`src/ecal_pkg.sv`:
```
`timescale 1ns / 1ps

package ecal_pkg;

	localparam logic [31:0] DIV60_MAGIC = 32'h8888_8889;
	localparam int          DIV60_SHIFT = 37;
	localparam logic [21:0] DIV24_MAGIC = 22'd2796203;
	localparam int          DIV24_SHIFT = 26;
	localparam logic [16:0] DIV7_MAGIC  = 17'd74899;
	localparam int          DIV7_SHIFT  = 19;
	localparam logic [11:0] YEAR_MAGIC  = 12'd2870;
	localparam int          YEAR_SHIFT  = 20;
	localparam logic [7:0]  YEAR_2100   = 8'd130;

	typedef struct packed {
		logic [5:0]  second;
		logic [5:0]  minute;
		logic [4:0]  hour;
		logic [15:0] days;
	} tod_t;

	typedef struct packed {
		logic [5:0] second;
		logic [5:0] minute;
		logic [4:0] hour;
		logic [2:0] weekday;
		logic [7:0] year_offset;
		logic [3:0] month;
		logic [4:0] day_of_month;
	} cal_t;

	// leap years in range: year_offset % 4 == 2 (1972, 1976, ...), except 2100
	function automatic logic is_leap(input logic [7:0] yr);
		return (yr[1:0] == 2'd2) && (yr != YEAR_2100);
	endfunction

	// day count at january 1 of the given year offset
	function automatic logic [15:0] year_start(input logic [7:0] yr);
		logic [8:0]  yp1;
		logic [15:0] base;
		logic [15:0] leaps;
		yp1   = {1'b0, yr} + 9'd1;
		base  = 16'(yr) * 16'd365;
		leaps = 16'(yp1[8:2]);
		if (yr > YEAR_2100) begin
			leaps = leaps - 16'd1;
		end
		return base + leaps;
	endfunction

	// day of year at the first of month m (0 is january)
	function automatic logic [8:0] mon_start(input logic [3:0] m, input logic leap);
		logic [8:0] s;
		unique case (m)
			4'd0:  s = 9'd0;
			4'd1:  s = 9'd31;
			4'd2:  s = 9'd59;
			4'd3:  s = 9'd90;
			4'd4:  s = 9'd120;
			4'd5:  s = 9'd151;
			4'd6:  s = 9'd181;
			4'd7:  s = 9'd212;
			4'd8:  s = 9'd243;
			4'd9:  s = 9'd273;
			4'd10: s = 9'd304;
			4'd11: s = 9'd334;
			default: s = 9'd0;
		endcase
		if (leap && m >= 4'd2) begin
			s = s + 9'd1;
		end
		return s;
	endfunction

endpackage

```
`src/ecal_if.sv`:
```
`timescale 1ns / 1ps

interface ecal_in_if;
	logic        valid;
	logic        ready;
	logic [31:0] epoch_seconds;

	modport source(output valid, output epoch_seconds, input ready);
	modport sink(input valid, input epoch_seconds, output ready);
endinterface

interface ecal_out_if;
	logic       valid;
	logic       ready;
	logic [5:0] second;
	logic [5:0] minute;
	logic [4:0] hour;
	logic [2:0] weekday;
	logic [7:0] year_offset;
	logic [3:0] month;
	logic [4:0] day_of_month;

	modport source(output valid, output second, output minute, output hour,
		output weekday, output year_offset, output month, output day_of_month,
		input ready);
	modport sink(input valid, input second, input minute, input hour,
		input weekday, input year_offset, input month, input day_of_month,
		output ready);
endinterface

```
`src/ecal_time_split.sv`:
```
`timescale 1ns / 1ps

module ecal_time_split (
	input  logic               clk,
	input  logic               arst_n,
	input  logic               en,
	input  logic               in_valid,
	input  logic [31:0]        epoch_seconds,
	output logic               valid_s3,
	output ecal_pkg::tod_t     tod_s3
);

	logic        valid_s1, valid_s2;
	logic [26:0] mins_s1;
	logic [5:0]  sec_s1;
	logic [20:0] hours_s2;
	logic [5:0]  sec_s2, min_s2;

	logic [63:0] prod1, prod2;
	logic [43:0] prod3;
	logic [26:0] q1;
	logic [20:0] q2;
	logic [15:0] q3;
	logic [31:0] r1;
	logic [26:0] r2;
	logic [20:0] r3;

	// seconds -> minutes
	assign prod1 = 64'(epoch_seconds) * 64'(ecal_pkg::DIV60_MAGIC);
	assign q1    = prod1[ecal_pkg::DIV60_SHIFT +: 27];
	assign r1    = epoch_seconds - 32'(q1) * 32'd60;

	// minutes -> hours
	assign prod2 = 64'(mins_s1) * 64'(ecal_pkg::DIV60_MAGIC);
	assign q2    = prod2[ecal_pkg::DIV60_SHIFT +: 21];
	assign r2    = mins_s1 - 27'(q2) * 27'd60;

	// hours -> days
	assign prod3 = 44'(hours_s2) * 44'(ecal_pkg::DIV24_MAGIC);
	assign q3    = prod3[ecal_pkg::DIV24_SHIFT +: 16];
	assign r3    = hours_s2 - 21'(q3) * 21'd24;

	always_ff @(posedge clk or negedge arst_n) begin
		if (!arst_n) begin
			valid_s1 <= 1'b0;
			valid_s2 <= 1'b0;
			valid_s3 <= 1'b0;
		end else if (en) begin
			valid_s1 <= in_valid;
			valid_s2 <= valid_s1;
			valid_s3 <= valid_s2;
		end
	end

	always_ff @(posedge clk) begin
		if (en) begin
			mins_s1       <= q1;
			sec_s1        <= r1[5:0];
			hours_s2      <= q2;
			sec_s2        <= sec_s1;
			min_s2        <= r2[5:0];
			tod_s3.second <= sec_s2;
			tod_s3.minute <= min_s2;
			tod_s3.hour   <= r3[4:0];
			tod_s3.days   <= q3;
		end
	end

endmodule

```
`src/ecal_date.sv`:
```
`timescale 1ns / 1ps

module ecal_date (
	input  logic               clk,
	input  logic               arst_n,
	input  logic               en,
	input  logic               in_valid,
	input  ecal_pkg::tod_t     tod,
	output logic               valid_s6,
	output ecal_pkg::cal_t     cal_s6
);

	logic           valid_s4, valid_s5;
	ecal_pkg::tod_t tod_s4;
	logic [16:0]    wx_s4;
	logic [12:0]    q7_s4;
	logic [7:0]     est_s4;
	logic [5:0]     sec_s5, min_s5;
	logic [4:0]     hour_s5;
	logic [2:0]     wday_s5;
	logic [7:0]     year_s5;
	logic [8:0]     doy_s5;
	logic           leap_s5;

	logic [16:0] wx;
	logic [33:0] prod7;
	logic [27:0] prody;
	logic [7:0]  est_n;
	logic [15:0] start_n, start_c;
	logic        ge;
	logic [7:0]  year;
	logic [15:0] doy;
	logic [16:0] wr;
	logic [3:0]  mi;
	logic [8:0]  dom;

	// weekday divide and year estimate
	assign wx    = 17'(tod.days) + 17'd3;
	assign prod7 = 34'(wx) * 34'(ecal_pkg::DIV7_MAGIC);
	assign prody = 28'(tod.days) * 28'(ecal_pkg::YEAR_MAGIC);

	// estimate is the year or one below
	assign est_n   = est_s4 + 8'd1;
	assign start_n = ecal_pkg::year_start(est_n);
	assign start_c = ecal_pkg::year_start(est_s4);
	assign ge      = (tod_s4.days >= start_n);
	assign year    = ge ? est_n : est_s4;
	assign doy     = tod_s4.days - (ge ? start_n : start_c);
	assign wr      = wx_s4 - 17'(q7_s4) * 17'd7;

	// month search over the start table
	always_comb begin
		mi = 4'd0;
		for (int m = 1; m < 12; m++) begin
			if (doy_s5 >= ecal_pkg::mon_start(4'(m), leap_s5)) begin
				mi = mi + 4'd1;
			end
		end
	end
	assign dom = doy_s5 - ecal_pkg::mon_start(mi, leap_s5) + 9'd1;

	always_ff @(posedge clk or negedge arst_n) begin
		if (!arst_n) begin
			valid_s4 <= 1'b0;
			valid_s5 <= 1'b0;
			valid_s6 <= 1'b0;
		end else if (en) begin
			valid_s4 <= in_valid;
			valid_s5 <= valid_s4;
			valid_s6 <= valid_s5;
		end
	end

	always_ff @(posedge clk) begin
		if (en) begin
			tod_s4              <= tod;
			wx_s4               <= wx;
			q7_s4               <= prod7[ecal_pkg::DIV7_SHIFT +: 13];
			est_s4              <= prody[ecal_pkg::YEAR_SHIFT +: 8];
			sec_s5              <= tod_s4.second;
			min_s5              <= tod_s4.minute;
			hour_s5             <= tod_s4.hour;
			wday_s5             <= wr[2:0] + 3'd1;
			year_s5             <= year;
			doy_s5              <= doy[8:0];
			leap_s5             <= ecal_pkg::is_leap(year);
			cal_s6.second       <= sec_s5;
			cal_s6.minute       <= min_s5;
			cal_s6.hour         <= hour_s5;
			cal_s6.weekday      <= wday_s5;
			cal_s6.year_offset  <= year_s5;
			cal_s6.month        <= mi + 4'd1;
			cal_s6.day_of_month <= dom[4:0];
		end
	end

endmodule

```
`src/epoch_seconds_to_calendar.sv`:
```
`timescale 1ns / 1ps

// epoch seconds to calendar date converter
// req: valid/ready channel carrying a 32-bit count of seconds since
//   1970-01-01 00:00:00; a request is taken when valid and ready are high
// rsp: valid/ready channel carrying second, minute, hour, weekday
//   (1 = monday), year_offset (year - 1970), month and day_of_month
// every request gives exactly one response
// throughput: one request per cycle while rsp is not stalled; the six register
//   stages hold the constant-multiply divides and the compare and subtract steps
// reset: all stage valid bits clear, rsp.valid is low, req.ready is high
// stall: when rsp.valid is high and rsp.ready is low the whole pipeline
//   holds and req.ready drops; nothing is lost or repeated
module epoch_seconds_to_calendar (
	input logic          clk,
	input logic          arst_n,
	ecal_in_if.sink      req,
	ecal_out_if.source   rsp
);

	logic           en;
	logic           tod_valid;
	ecal_pkg::tod_t tod;
	logic           cal_valid;
	ecal_pkg::cal_t cal;

	assign en        = !cal_valid || rsp.ready;
	assign req.ready = en;

	ecal_time_split u_split (
		.clk           (clk),
		.arst_n        (arst_n),
		.en            (en),
		.in_valid      (req.valid),
		.epoch_seconds (req.epoch_seconds),
		.valid_s3      (tod_valid),
		.tod_s3        (tod)
	);

	ecal_date u_date (
		.clk      (clk),
		.arst_n   (arst_n),
		.en       (en),
		.in_valid (tod_valid),
		.tod      (tod),
		.valid_s6 (cal_valid),
		.cal_s6   (cal)
	);

	assign rsp.valid        = cal_valid;
	assign rsp.second       = cal.second;
	assign rsp.minute       = cal.minute;
	assign rsp.hour         = cal.hour;
	assign rsp.weekday      = cal.weekday;
	assign rsp.year_offset  = cal.year_offset;
	assign rsp.month        = cal.month;
	assign rsp.day_of_month = cal.day_of_month;

endmodule

```
`src/flat_wrapper.sv`:
```
// flat-port wrapper written by rule: the top's interface ports become plain ports
module epoch_seconds_to_calendar_flat 
  (clk, arst_n, req_valid, req_epoch_seconds, req_ready, rsp_valid, rsp_second, rsp_minute, rsp_hour, rsp_weekday, rsp_year_offset, rsp_month, rsp_day_of_month, rsp_ready);
  ecal_in_if req_i ();
  ecal_out_if rsp_i ();
  input logic clk;
  input logic arst_n;
  input wire logic [$bits(req_i.valid)-1:0] req_valid;
  input wire logic [$bits(req_i.epoch_seconds)-1:0] req_epoch_seconds;
  output wire logic [$bits(req_i.ready)-1:0] req_ready;
  output wire logic [$bits(rsp_i.valid)-1:0] rsp_valid;
  output wire logic [$bits(rsp_i.second)-1:0] rsp_second;
  output wire logic [$bits(rsp_i.minute)-1:0] rsp_minute;
  output wire logic [$bits(rsp_i.hour)-1:0] rsp_hour;
  output wire logic [$bits(rsp_i.weekday)-1:0] rsp_weekday;
  output wire logic [$bits(rsp_i.year_offset)-1:0] rsp_year_offset;
  output wire logic [$bits(rsp_i.month)-1:0] rsp_month;
  output wire logic [$bits(rsp_i.day_of_month)-1:0] rsp_day_of_month;
  input wire logic [$bits(rsp_i.ready)-1:0] rsp_ready;
  assign req_i.valid = req_valid;
  assign req_i.epoch_seconds = req_epoch_seconds;
  assign req_ready = req_i.ready;
  assign rsp_valid = rsp_i.valid;
  assign rsp_second = rsp_i.second;
  assign rsp_minute = rsp_i.minute;
  assign rsp_hour = rsp_i.hour;
  assign rsp_weekday = rsp_i.weekday;
  assign rsp_year_offset = rsp_i.year_offset;
  assign rsp_month = rsp_i.month;
  assign rsp_day_of_month = rsp_i.day_of_month;
  assign rsp_i.ready = rsp_ready;
  epoch_seconds_to_calendar u_core (.clk(clk), .arst_n(arst_n), .req(req_i), .rsp(rsp_i));
endmodule
```
`config.mk`:
```
export PLATFORM = sky130hd
export DESIGN_NAME = epoch_seconds_to_calendar_flat
export DESIGN_NICKNAME = d
export VERILOG_FILES = /design/src/ecal_pkg.sv /design/src/ecal_if.sv /design/src/ecal_time_split.sv /design/src/ecal_date.sv /design/src/epoch_seconds_to_calendar.sv /design/src/flat_wrapper.sv
export SDC_FILE = /design/constraint.sdc
export NUM_CORES = 2
export LEC_CHECK = 0
export BUFFER_PORTS_ARGS = -buffer_cell sky130_fd_sc_hd__buf_2
export CAP_MARGIN = 40
export CORE_MARGIN = 2
export CORE_UTILIZATION = 35
export CTS_BUF_LIST = sky130_fd_sc_hd__clkbuf_4 sky130_fd_sc_hd__clkbuf_8
export DETAILED_ROUTE_END_ITERATION = 6
export SLEW_MARGIN = 20
export SYNTH_ARGS = -nofsm -noshare
export SYNTH_HDL_FRONTEND = slang
export SYNTH_SLANG_ARGS = --single-unit
export TNS_END_PERCENT = 30
```
`constraint.sdc`:
```
create_clock -name clk -period 16.6 [get_ports clk]
set_input_delay 3.32 -clock clk [delete_from_list [all_inputs] [get_ports clk]]
set_output_delay 3.32 -clock clk [all_outputs]
set_load 0.01 [all_outputs]
```
* Word-level counts from Yosys, hierarchy flattened
Memories as Yosys holds them, arrays and structs flattened. Index checks and enable logic that the tools add are counted.
Word-level totals: bits in registers 237, memory bits (read-only) 144, output and inout port bits 39, memories kept 1
Memories:
- (no name shown) | words 16, width 9, rd ports 1, clocked after Yosys merged registers in 0, wr ports 0, RTL line ecal_pkg.sv:54 | unique case (m)
Cells by class: $add $sub $neg 28, $mul 11, magnitude comparators 15, equality and inequality tests 2, multiplexer cells 26, reductions and logical operators 4
Operators by type and width (number):
- 32-bit by 32-bit multiplier with 64-bit output (second input constant) | 1
- 27-bit by 32-bit multiplier with 58-bit output (second input constant) | 1
- 4-bit by 1-bit adder with 4-bit output (second input constant) | 11
- 4-bit two-way mux | 11
- 21-bit by 22-bit multiplier with 42-bit output (second input constant) | 1
- 9-bit by 8-bit >= comparator with 1-bit output | 4
- 17-bit by 17-bit multiplier with 32-bit output (second input constant) | 1
- 9-bit >= comparator | 3
- 16-bit by 11-bit multiplier with 27-bit output (second input constant) | 1
- 27-bit by 4-bit multiplier with 4-bit output (second input constant) | 1
- 21-bit by 4-bit multiplier with 4-bit output (second input constant) | 1
- 8-bit by 1-bit adder with 9-bit output (second input constant) | 2
- 9-bit by 7-bit >= comparator with 1-bit output | 2
- 9-bit two-way mux | 2
- 16-bit by 2-bit adder with 17-bit output (second input constant) | 1
- 16-bit adder | 1
- 16-bit >= comparator | 1
- 8-bit > comparator (second input constant) | 2
- 16-bit by 2-bit multiplier with 2-bit output (second input constant) | 1
- 8-bit by 9-bit multiplier with 16-bit output (second input constant) | 1
- 16-bit two-way mux | 1
- 7-bit by 1-bit subtractor with 8-bit output (second input constant) | 2
- 13-bit by 3-bit multiplier with 3-bit output (second input constant) | 1
- 6-bit subtractor | 2
- 21 further kinds | 31

* Depth between registers and ports, before layout
word-level depth 27, mapped depth 50, depth with buffers taken out 49

* Cells and area by module
A second synthesis with hierarchy kept.
Second synthesis, totals: cell total of the unflattened synthesis 3894, area total of the unflattened synthesis 41135.7 um2
By module, submodules not included:
- ecal_time_split | instances 1, cells each 2418, area each 25288.0 um2, seq. area each 3047.9 um2
- ecal_date | instances 1, cells each 1475, area each 15841.4 um2, seq. area each 3738.6 um2
- epoch_seconds_to_calendar | instances 1, cells each 1, area each 6.3 um2, seq. area each 0.0 um2

* Worst setup path after synthesis
Ideal clock, no wire load.
kind input to output, from in rsp_ready, to out req_ready, arrival time 9639 ps, path slack 3641 ps, stages on the path 2, cell sequence nand2b_1 clkbuf_1
Between the ends: longest elaborated chain between the ends 1
Ends and longest elaborated chain:
- start, declared | RTL line flat_wrapper.sv:19 | input wire logic [$bits(rsp_i.ready)-1:0] rsp_ready;
- 1-bit logical OR | RTL line epoch_seconds_to_calendar.sv:27 | assign en = !cal_valid || rsp.ready;
- end, declared | RTL line flat_wrapper.sv:10 | output wire logic [$bits(req_i.ready)-1:0] req_ready;
Every way passes these cells.

* Worst setup path in the final report
from reg u_core.u_date.est_s4[0], to reg u_core.u_date.doy_s5[8] (data pin)
Between the ends: longest elaborated chain between the ends 8, elaborated cells between the ends (all ways) 16, classes of those cells add/sub (8); mul (2); order compare (3); mux (3)
Ends and longest elaborated chain:
- start, declared | RTL line ecal_date.sv:17 | logic [7:0] est_s4;
- start signal, assigned | RTL line ecal_date.sv:79 | est_s4 <= prody[ecal_pkg::YEAR_SHIFT +: 8];
- parallel branches: the longest is 6 deep, another holds 8-bit by 9-bit multiplier with 16-bit output
- 9-bit two-way mux (*) | RTL line ecal_date.sv:48 | assign doy = tod_s4.days - (ge ? start_n : start_c);
- 9-bit subtractor (*) | RTL line ecal_date.sv:48
- via u_core.u_date.doy[8] | RTL line ecal_date.sv:32 | logic [15:0] doy;
- end signal, assigned | RTL line ecal_date.sv:85 | doy_s5 <= doy[8:0];
- end, declared | RTL line ecal_date.sv:22 | logic [8:0] doy_s5;
Mark *: on every way through the listed nets, which the timed path passes. A chain may end at the register's enable or synchronous reset.

==> impl_metrics.csv <==
group,metric,value,unit
cts,clockRootBuffer,"clkbuf_8",
outcome,status,"complete, no violations",
worst_hold_path,hold_path_class,"reg2reg",
logic_synthesis,synth_enable_flop_cells,221,
logic_synthesis,syn_area_per_cell,11.0,um^2
logic_synthesis,synth_fp_nets,5167,
cts,hold_buffers,0,
worst_setup_path,reg2reg_to,"u_core.u_date.doy_s5[8]",
routing,drtAntennaViolNets,0,
routing,vias,24400,
logic_synthesis,yosysSeqAreaShare,17.1,%
logic_synthesis,synth_cell_types,91,
logic_synthesis,ys_ff_latch,227,
worst_setup_path,slowest_delay,0.74,ns
timing,setup_tns,0,ns
worst_setup_path,crit_path_start_kind,"flop",
worst_setup_path,path_class,"reg2reg",
timing,post-route-period-util,68.0,%
die,core_area,0.112,mm^2
routing,viasPerCell,4.64,
timing,fmax,88.6,MHz
worst_setup_path,reg2reg_slack,5.31,ns
cts,cts_sinks,227,
logic_synthesis,synth_warnings,0,
placed_design,dpl.hpwl,69500,um
routing,dr.pass1.iters,5,
timing,rsz0062_at_grt,"no",
worst_setup_path,path_max_fanout,28,
timing,max_slew_margin,41.7,%
worst_hold_path,hold-path-endpoint,"u_core.u_date.tod_s4[27]",
cts,htree_levels,2,
worst_hold_path,hold_start,"u_core.u_split.tod_s3[27]",
finish,final_layout_size_suffix_gt1_share,5.42,%
logic_synthesis,synth_top_area_share,30.8,%
die,rows,123,
logic_synthesis,yosys-top-cells-count,"976 x ha_1, 937 x inv_1, 536 x fa_1",
worst_setup_path,r2r-start,"u_core.u_date.est_s4[0]",
logic_synthesis,async_flop_share,2.64,%
worst_setup_path,cp_top_family,"adder cells",
cts,cts_resized,0,
timing,finalCriticalPeriod,11.29,ns
cts,clk_pin_slew,0.06,ns
cts,cts_buffer_depth,3,
global_route,grt_pass1_vias,26400,
worst_setup_path,cp-end-kind,"flop",
routing,wl,80000,um
worst_setup_path,cp_slowest_cell,"edfxtp_1",
routing,drc,0,
logic_synthesis,netlist_instances,3619,
worst_setup_path,cp.required,16.98,ns
finish,nNetsFinal,5280,
cts,insertion_delay,0.64,ns
logic_synthesis,yosysMostFrequentCell,"ha_1",
worst_setup_path,arrival,11.67,ns
routing,post_drt_wl_per_cell,15.2,um
global_route,antenna_found_initial,2,
worst_setup_path,reg2reg_depth,45,
global_route,grt_max_degree,63,
global_route,grtUsageTotal,14.4,%
logic_synthesis,synth_area_leaders,"ha_1 31%, fa_1 27%, edfxtp_1 17%",
die,fp.dieW,341,um
placed_design,portBuffers,74,
cts,cts_setup_buffers,0,
logic_synthesis,syn_area,0.0396,mm^2
flow_run,cap_violations,0,
timing,hold_violations,0,
die,die-area,0.116,mm^2
logic_synthesis,synth_top_area_cell,"ha_1",
worst_setup_path,worst-path-buf-inv,7,
logic_synthesis,ys.flop_type,"edfxtp_1",
cts,cts_tree,"done",
timing,drv_slew,0,
cts,cts_buffers,42,
timing,fin_skew,0.0410,ns
global_route,grt_pass1_wl,135000,um
timing,finalSetupViolCount,0,
placed_design,globalplace.congestion,0.878,
die,initial_core_util,35.3,%
timing,tightest_slew,0.864,ns
die,die_h,341,um
finish,syn_to_final_growth,7.96,%
finish,final_design_area_no_fill,0.0428,mm^2
global_route,overflow,0,
placed_design,dpl_cell_area,0.0419,mm^2
routing,drt_iter0_drc,862,
die,ios,75,
worst_hold_path,min_path_cells,0,
==> registers in the layout, indices dropped and copies added, names as in the netlist, 5 cells and up <==
name,count
u_core.u_split.min_s2,6
u_core.u_date.est_s4,8
u_core.u_date.tod_s4,33
u_core.u_split.sec_s1,6
u_core.u_split.tod_s3,33
u_core.u_split.sec_s2,6
u_core.u_date.hour_s5,5
u_core.u_date.year_s5,8
u_core.u_date.sec_s5,6
u_core.u_split.hours_s2,21
u_core.u_split.mins_s1,27
u_core.u_date.min_s5,6
u_core.u_date.cal_s6,37
u_core.u_date.doy_s5,9
==> per-layer routing <==
metal,track usage (%),part of all wire [%]
met4,3.30,2.0
met1,19.9,48
met3,1.90,3.3
met5,0,0
met2,24.0,46
==> worst reg2reg max path, delay by kind of cell, from the launching register on <==
kind,cells,cell delay [ns]
AOI/OAI and AO/OA,16,2.79
DFF,1,0.74
muxes,1,0.25
adders and majority gates,10,3.63
xor gates and xnor gates,5,1.31
buffers and inverters,7,1.06
and+or+nand+nor,6,1.24
==> cells in the final DEF, fill, tap and decap left out, types with 11 or more instances in the layout <==
cell      netlist  final
a21oi_1        99     98
xor2_1         50     50
nand3_1        33     33
inv_1         937    937
and2_1         12     12
clkbuf_8        0     43
xnor2_1       147    147
and3_1         12     12
nor2b_1        22     22
a21o_1         76     76
o21ai_0        49     49
edfxtp_1      221    221
o21a_1         17     17
fa_1          536    536
nand2_1        69     69
buf_2           5     74
mux2i_1        11     11
nor2_1         83     83
a31oi_1        11     11
ha_1          976    976
nor3_1         32     32
nand2b_1       16     15
nand4_1        18     18
o21bai_1       21     21
==> final cells by class <==
class	count	area (um^2)
Fill cell	11100	69600
Antenna cell	1	2.50
Timing Repair Buffer	84	513
Clock buffer	53	667
Inverter	938	3520
Clock inverter	23	166
Tap cell	1500	1880
Multi-Input combinational cell	2439	29300
Sequential cell	227	6790
==> cell families after synthesis <==
kind of cell,synth area share [%]
AOI/OAI and AO/OA,6.23
xor gates and xnor gates,4.66
adders and majority gates,57.9
muxes,0.587
DFF,17.1
and+or+nand+nor,4.42
buffers and inverters,9.09
==> worst max path at each step <==
stage | startpoint | end | slack, ns | cells after the start
final | u_core.u_date.est_s4[0] | u_core.u_date.doy_s5[8] | 5.31 | 45
after global routing | u_core.u_date.est_s4[0] | u_core.u_date.doy_s5[8] | 4.45 | 44
after CTS | u_core.u_date.est_s4[0] | u_core.u_date.doy_s5[8] | 5.33 | 45
after detailed placement | u_core.u_date.est_s4[0] | u_core.u_date.doy_s5[8] | 5.39 | 45
after global placement | u_core.u_date.est_s4[1] | u_core.u_date.doy_s5[8] | 5.62 | 45
after floorplan | rsp_ready | req_ready | 3.64 | 2
==> per-stage QoR <==
stage	util, %	setup slack [ns]	hold slack [ns]	instances
CTS	38.1	5.33	0.374	5263
global route	38.1	4.45	0.398	5265
detailed placement	37.3	5.39	0.405	5187
finish	38.1	5.31	0.385	5265
global placement	37.2	5.62	0.400	5183
floorplan	-	3.64	0.400	3619
Power is left out: the tool's default activity adds up to more than one toggle a clock period on the data nets, which glitch-free logic cannot reach.
